[config.mk]
export PLATFORM = sky130hd
export DESIGN_NAME = sts_search_engine
export DESIGN_NICKNAME = d
export VERILOG_FILES = /design/src/sv/sts_pkg.sv /design/src/sv/sts_search_engine.sv
export SDC_FILE = /design/constraint.sdc
export NUM_CORES = 1
export LEC_CHECK = 0
export BUFFER_PORTS_ARGS = -buffer_cell sky130_fd_sc_hd__buf_2
export CELL_PAD_IN_SITES_DETAIL_PLACEMENT = 1
export CELL_PAD_IN_SITES_GLOBAL_PLACEMENT = 2
export CORE_ASPECT_RATIO = 0.8
export CORE_MARGIN = 3
export CORE_UTILIZATION = 36
export DETAILED_ROUTE_END_ITERATION = 10
export PLACE_DENSITY_LB_ADDON = 0.1
export RECOVER_POWER = 25
export SETUP_SLACK_MARGIN = 0.02
export SLEW_MARGIN = 20
export SYNTH_ARGS = -nofsm -noshare
export SYNTH_HDL_FRONTEND = slang
export SYNTH_SLANG_ARGS = --single-unit
[constraint.sdc]
create_clock -name clock -period 6 [get_ports clock]
set_clock_uncertainty 0.2 [all_clocks]
set_input_delay 1.2 -clock clock [delete_from_list [all_inputs] [get_ports clock]]
set_output_delay 1.2 -clock clock [all_outputs]
set_load 0.02 [all_outputs]
[src/sv/sts_pkg.sv]
// sts_pkg: shared widths, operation codes, result, read request and search state types
// for the sorted table search block. No dependencies.

package sts_pkg;

   localparam int CFG_WIDTH   = 9;
   localparam int INDEX_WIDTH = 8;
   localparam int KEY_WIDTH   = 32;
   localparam int POS_WIDTH   = 8;
   localparam int BOUND_WIDTH = CFG_WIDTH + 1;

   localparam logic OP_WRITE  = 1'b0;
   localparam logic OP_SEARCH = 1'b1;

   localparam logic signed [BOUND_WIDTH-1:0] BOUND_ONE = BOUND_WIDTH'(1);

   typedef struct packed {
      logic                 found;
      logic [POS_WIDTH-1:0] position;
   } result_type;

   typedef struct packed {
      logic                 enable;
      logic [CFG_WIDTH-1:0] index;
   } probe_type;

   typedef enum logic [2:0] {
      ST_IDLE  = 3'b001,
      ST_PROBE = 3'b010,
      ST_WAIT  = 3'b100
   } search_state_type;

endpackage

[src/sv/sts_search_engine.sv]
// sts_search_engine: binary search sequencer, one table probe per cycle,
// with the result output register. Depends on sts_pkg.

module sts_search_engine
   import sts_pkg::*;
#(
   parameter int VALUE_WIDTH = 32
) (
   input  logic                          clock,
   input  logic                          reset,
   input  logic                          start,
   input  logic signed [VALUE_WIDTH-1:0] key,
   input  logic [CFG_WIDTH-1:0]          count,
   output probe_type                     probe,
   input  logic signed [VALUE_WIDTH-1:0] rd_data,
   output logic                          idle,
   output logic                          rsp_valid,
   input  logic                          rsp_stall,
   output logic                          rsp_found,
   output logic [POS_WIDTH-1:0]          rsp_position
);

   search_state_type state_ff, state_in;
   logic signed [BOUND_WIDTH-1:0] low_ff, low_in, high_ff, high_in;
   logic [CFG_WIDTH-1:0]          mid_ff, mid_in;
   logic signed [VALUE_WIDTH-1:0] key_ff, key_in;
   result_type                    res_ff, res_in;
   logic                          rsp_valid_ff, rsp_valid_in;
   result_type                    out_ff, out_in;

   logic signed [BOUND_WIDTH-1:0] cnt_b, init_high, mid_b, lo_up, hi_dn;
   logic signed [BOUND_WIDTH-1:0] span_up, span_dn, mid_up, mid_dn;
   logic [CFG_WIDTH-1:0]          init_mid;
   logic                          go_up, go_dn, hit, less, out_free;
   logic                          finish, load;
   result_type                    fin_res, load_res;

   assign cnt_b     = signed'({1'b0, count});
   assign init_high = cnt_b - BOUND_ONE;
   assign init_mid  = CFG_WIDTH'(init_high >>> 1);

   // both possible next probes, picked by the compare
   assign mid_b   = signed'({1'b0, mid_ff});
   assign lo_up   = mid_b + BOUND_ONE;
   assign hi_dn   = mid_b - BOUND_ONE;
   assign span_up = high_ff - lo_up;
   assign span_dn = hi_dn - low_ff;
   assign mid_up  = lo_up + (span_up >>> 1);
   assign mid_dn  = low_ff + (span_dn >>> 1);
   assign go_up   = (lo_up <= high_ff);
   assign go_dn   = (low_ff <= hi_dn);

   assign hit      = (rd_data == key_ff);
   assign less     = (rd_data < key_ff);
   assign out_free = !rsp_valid_ff || !rsp_stall;

   always_comb begin
      state_in = state_ff;
      low_in   = low_ff;
      high_in  = high_ff;
      mid_in   = mid_ff;
      key_in   = key_ff;
      res_in   = res_ff;
      probe    = '0;
      finish   = 1'b0;
      fin_res  = '0;
      unique case (state_ff)
         ST_IDLE: begin
            if (start) begin
               key_in  = key;
               low_in  = '0;
               high_in = init_high;
               mid_in  = init_mid;
               if (count == '0) begin
                  finish = 1'b1;
               end else begin
                  probe.enable = 1'b1;
                  probe.index  = init_mid;
                  state_in     = ST_PROBE;
               end
            end
         end
         ST_PROBE: begin
            if (hit) begin
               finish           = 1'b1;
               fin_res.found    = 1'b1;
               fin_res.position = POS_WIDTH'(mid_ff);
            end else if (less) begin
               if (go_up) begin
                  low_in       = lo_up;
                  mid_in       = CFG_WIDTH'(mid_up);
                  probe.enable = 1'b1;
                  probe.index  = CFG_WIDTH'(mid_up);
               end else begin
                  finish = 1'b1;
               end
            end else begin
               if (go_dn) begin
                  high_in      = hi_dn;
                  mid_in       = CFG_WIDTH'(mid_dn);
                  probe.enable = 1'b1;
                  probe.index  = CFG_WIDTH'(mid_dn);
               end else begin
                  finish = 1'b1;
               end
            end
         end
         ST_WAIT: begin
            if (out_free) begin
               state_in = ST_IDLE;
            end
         end
         default: begin
            state_in = ST_IDLE;
         end
      endcase
      if (finish) begin
         res_in   = fin_res;
         state_in = out_free ? ST_IDLE : ST_WAIT;
      end
   end

   // output register, loaded straight from the last probe when free, else from the held result once free
   assign load     = out_free && (finish || (state_ff == ST_WAIT));
   assign load_res = finish ? fin_res : res_ff;

   always_comb begin
      rsp_valid_in = rsp_valid_ff && rsp_stall;
      out_in       = out_ff;
      if (load) begin
         rsp_valid_in = 1'b1;
         out_in       = load_res;
      end
   end

   always_ff @(posedge clock) begin
      if (reset) begin
         state_ff     <= ST_IDLE;
         rsp_valid_ff <= 1'b0;
      end else begin
         state_ff     <= state_in;
         rsp_valid_ff <= rsp_valid_in;
      end
   end

   always_ff @(posedge clock) begin
      low_ff  <= low_in;
      high_ff <= high_in;
      mid_ff  <= mid_in;
      key_ff  <= key_in;
      res_ff  <= res_in;
      out_ff  <= out_in;
   end

   assign idle         = (state_ff == ST_IDLE);
   assign rsp_valid    = rsp_valid_ff;
   assign rsp_found    = out_ff.found;
   assign rsp_position = out_ff.position;

endmodule

==> flow_metrics.tcl <==
set metrics [dict create \
    slew_viol_final 40 \
    ant_nets 0 \
    path_cells "nor3_1 -> nand3_1 -> xnor2_1 -> ha_1 -> or3_1 -> o21ai_0 -> a31oi_1 -> xor2_1 -> ha_1 -> or2_2 -> a21oi_1 -> a31oi_1 -> xnor2_1 -> xnor2_2 -> nand4_1 -> nand3_1 -> buf_2" \
    maxCapViolations 1 \
    crit_required_ns 4.60 \
    grt_pass1_wl_mm 29.7 \
    hold_ws_ns 0.306 \
    final-setup-viol-count 0 \
    syn_area_per_cell_um2 9.62 \
    syn_area_um2 6170 \
    max-vdd-ir-drop_mv 0.173 \
    seq_area_um2 2360 \
    insertion_delay_ns 0.35 \
    die_h_um 123 \
    synth_cells 641 \
    final_area_um2 7370 \
    synth_cell_types 59 \
    yosysSeqAreaShare_pct 38.3 \
    drt-pass1-iter-count 4 \
    violations "capacitance limit, slew limit" \
    cts_max_level 3 \
    cts_buffer_depth 2 \
    cp.arrival_ns 4.30 \
    root_buffer "clkbuf_16" \
    wl_per_cell_um 19.4 \
    ios 98 \
    crit_fanout 9 \
    grt.overflow.total 0 \
    relSlewSlack_pct -56.1 \
    routed_wl_mm 18.9 \
    cellLeakagePower_uw 0.00316 \
    antenna_found_initial 0 \
    min_period_over_period_pct 95.0 \
    grt_pass1_vias 5429 \
    die_x_um 152 \
    endpoint "probe[8]" \
    grt_max_degree 40 \
    max_stage_delay_ns 0.53 \
    core_area_um2 16700 \
    crit_path_end_kind "output pin" \
    rows 42 \
    drc 0 \
    async_flop_share_pct 0 \
    min_period_ns 5.70 \
    io_buffers 97 \
    design_power_total_uw 2520 \
    r2r-end "rsp_position[4]$_DFFE_PP_" \
    cts-buffers-inserted 9 \
    dieArea_um2 18700 \
    reg2reg_slack_ns 1.58 \
    crit_path_start_kind "flop" \
    diodes 0 \
    worstHoldPathType "reg2reg" \
    cts_num_sinks 83 \
    clkSlewWorstSetupHoldPaths_ns 0.07 \
    final_cell_mix "buf_2 (95), edfxtp_1 (70), ha_1 (68)" \
    critPathSlowestCell "edfxtp_1" \
    finalNetCount 903 \
    postPlaceCellArea_um2 6970 \
    syn-num-nets 793 \
    status "complete, but fails checks" \
    nFillCells 1914 \
    drive_above_1_share_pct 20.5 \
    fmax_ghz 0.175 \
    critPathKind "reg2out" \
    grtUsageTotal_pct 20.3 \
    initial_utilization_pct 37.0 \
    gp_congestion 0.843 \
    mostFrequentLayoutCell "buf_2" \
    worstRegToRegCells 12 \
    syn_to_final_growth_pct 19.5 \
    tightest_slew_ns 2.34 \
    synth-main-ff-cell "edfxtp_1" \
    multi_input_area_um2 3560 \
    first_iter_violations 349 \
    vias 5215 \
    timing.rr.start "mid_ff[4]$_DFFE_PP_" \
    hold_buffers 0 \
    synth_edf_count 70 \
    viasPerCell 5.34 \
    p_per_area_nw_per_um2 341 \
    cts_tree "done" \
    ys_ff_latch 83 \
    yosysWarnings 0 \
    dp_hpwl_mm 15.2 \
    hold_violations 0 \
    critPathLaunch "mid_ff[3]$_DFFE_PP_" \
]
[timing repair]
action / CTS / global route
setup endpoints to repair: 0 / 3
buffers inserted: 0 / 3
resized for setup: 0 / 13
[registers in the layout (all words and copies together) (netlist names)]
name	cells
low_ff	10
rsp_valid	1
mid_ff	9
key_ff	32
high_ff	10
rsp_position	8
rsp_found	1
res_ff	9
state_ff	3
[worst min-delay path by stage]
stage,from,endpoint,depth (start not counted)
after floorplan,res_ff[0]$_DFF_P_,res_ff[0]$_DFF_P_,2
after global placement,res_ff[7]$_DFF_P_,res_ff[7]$_DFF_P_,2
after detailed placement,res_ff[7]$_DFF_P_,res_ff[7]$_DFF_P_,2
after CTS,res_ff[7]$_DFF_P_,res_ff[7]$_DFF_P_,2
after global routing,res_ff[7]$_DFF_P_,res_ff[7]$_DFF_P_,2
final,res_ff[7]$_DFF_P_,res_ff[7]$_DFF_P_,2
[critical path, delay by kind of cell, from the launching register on]
kind / cells / cell delay, ns
AND/OR/NAND/NOR: 6 / 1.31
XOR/XNOR: 4 / 0.91
adder cells (fa/ha/maj): 2 / 0.64
flip-flops: 1 / 0.53
AO/OA/AOI/OAI: 4 / 0.40
buffers and inverters: 1 / 0.17
[stage by stage]
stage          TNS [ns]  setup slack [ns]  util [%]  std cells
4_1_cts               0            0.0331      43.7        973
2_1_floorplan         0             0.943         -        641
6_report              0             0.300      44.2        976
3_3_place_gp          0             0.468      41.8        957
3_5_place_dp          0             0.457      41.8        957
5_1_grt        -0.00702          -0.00702      44.2        976
[power breakdown]
group | switching (uW) | internal [uW]
clock | 260 | 331
combinational | 707 | 466
sequential | 38.8 | 712
total | 1010 | 1510
[metal layers]
layer	wire length, um	global-route usage (%)
met1	9290	29.7
met2	8180	31.8
met3	1270	3.99
met4	155	3.43
met5	0	0
[area by class of cell]
class | count | area share (%)
clock buffers | 9 | 3.06
clock inverters | 7 | 1.12
inverters | 66 | 3.36
multi-input cells | 476 | 48.3
flip-flops and latches | 83 | 32.1
well taps | 220 | 3.74
repair buffers | 115 | 8.39
[synthesized netlist by cell type, types with 2 or more instances]
cell type | instances | area share (%)
ha_1 | 71 | 14
edfxtp_1 | 70 | 34
inv_1 | 66 | 4.0
nor2_1 | 54 | 3.3
nand2_1 | 49 | 3.0
a21oi_1 | 40 | 3.2
xnor2_1 | 29 | 4.1
o21ai_0 | 27 | 2.2
xor2_1 | 22 | 3.1
nor3_1 | 20 | 1.6
nand4_1 | 17 | 1.7
mux2i_1 | 16 | 2.6
clkbuf_1 | 13 | 0.79
dfxtp_1 | 13 | 4.2
nand3_1 | 13 | 1.1
a21o_1 | 8 | 0.97
a32oi_1 | 8 | 1.1
o211ai_1 | 8 | 0.97
nand2b_1 | 7 | 0.71
a21boi_0 | 5 | 0.61
a31oi_1 | 5 | 0.51
o21a_1 | 5 | 0.61
or3_1 | 5 | 0.51
and2_1 | 4 | 0.41
fa_1 | 4 | 1.3
nor2b_1 | 4 | 0.41
nor3b_1 | 4 | 0.49
o21bai_1 | 4 | 0.49
or2_2 | 4 | 0.41
nand3b_1 | 3 | 0.37
o2111ai_1 | 3 | 0.43
o21ba_2 | 3 | 0.49
o22ai_1 | 3 | 0.30
a211oi_1 | 2 | 0.24
a21bo_2 | 2 | 0.32
a311o_1 | 2 | 0.32
a41oi_1 | 2 | 0.28
buf_6 | 2 | 0.37
nor4_1 | 2 | 0.20
o21ai_1 | 2 | 0.16
o311ai_0 | 2 | 0.28
[kinds of logic after synthesis]
| group | share of synthesized area [%] |
|---|---|
| buffers and inverters | 5.30 |
| AND/OR/NAND/NOR | 15.4 |
| adder cells (fa/ha/maj) | 15.7 |
| multiplexers | 2.82 |
| AO/OA/AOI/OAI | 14.9 |
| XOR/XNOR | 7.63 |
| flip-flops | 38.3 |
Note: power is estimated with default switching activity, not from simulation.
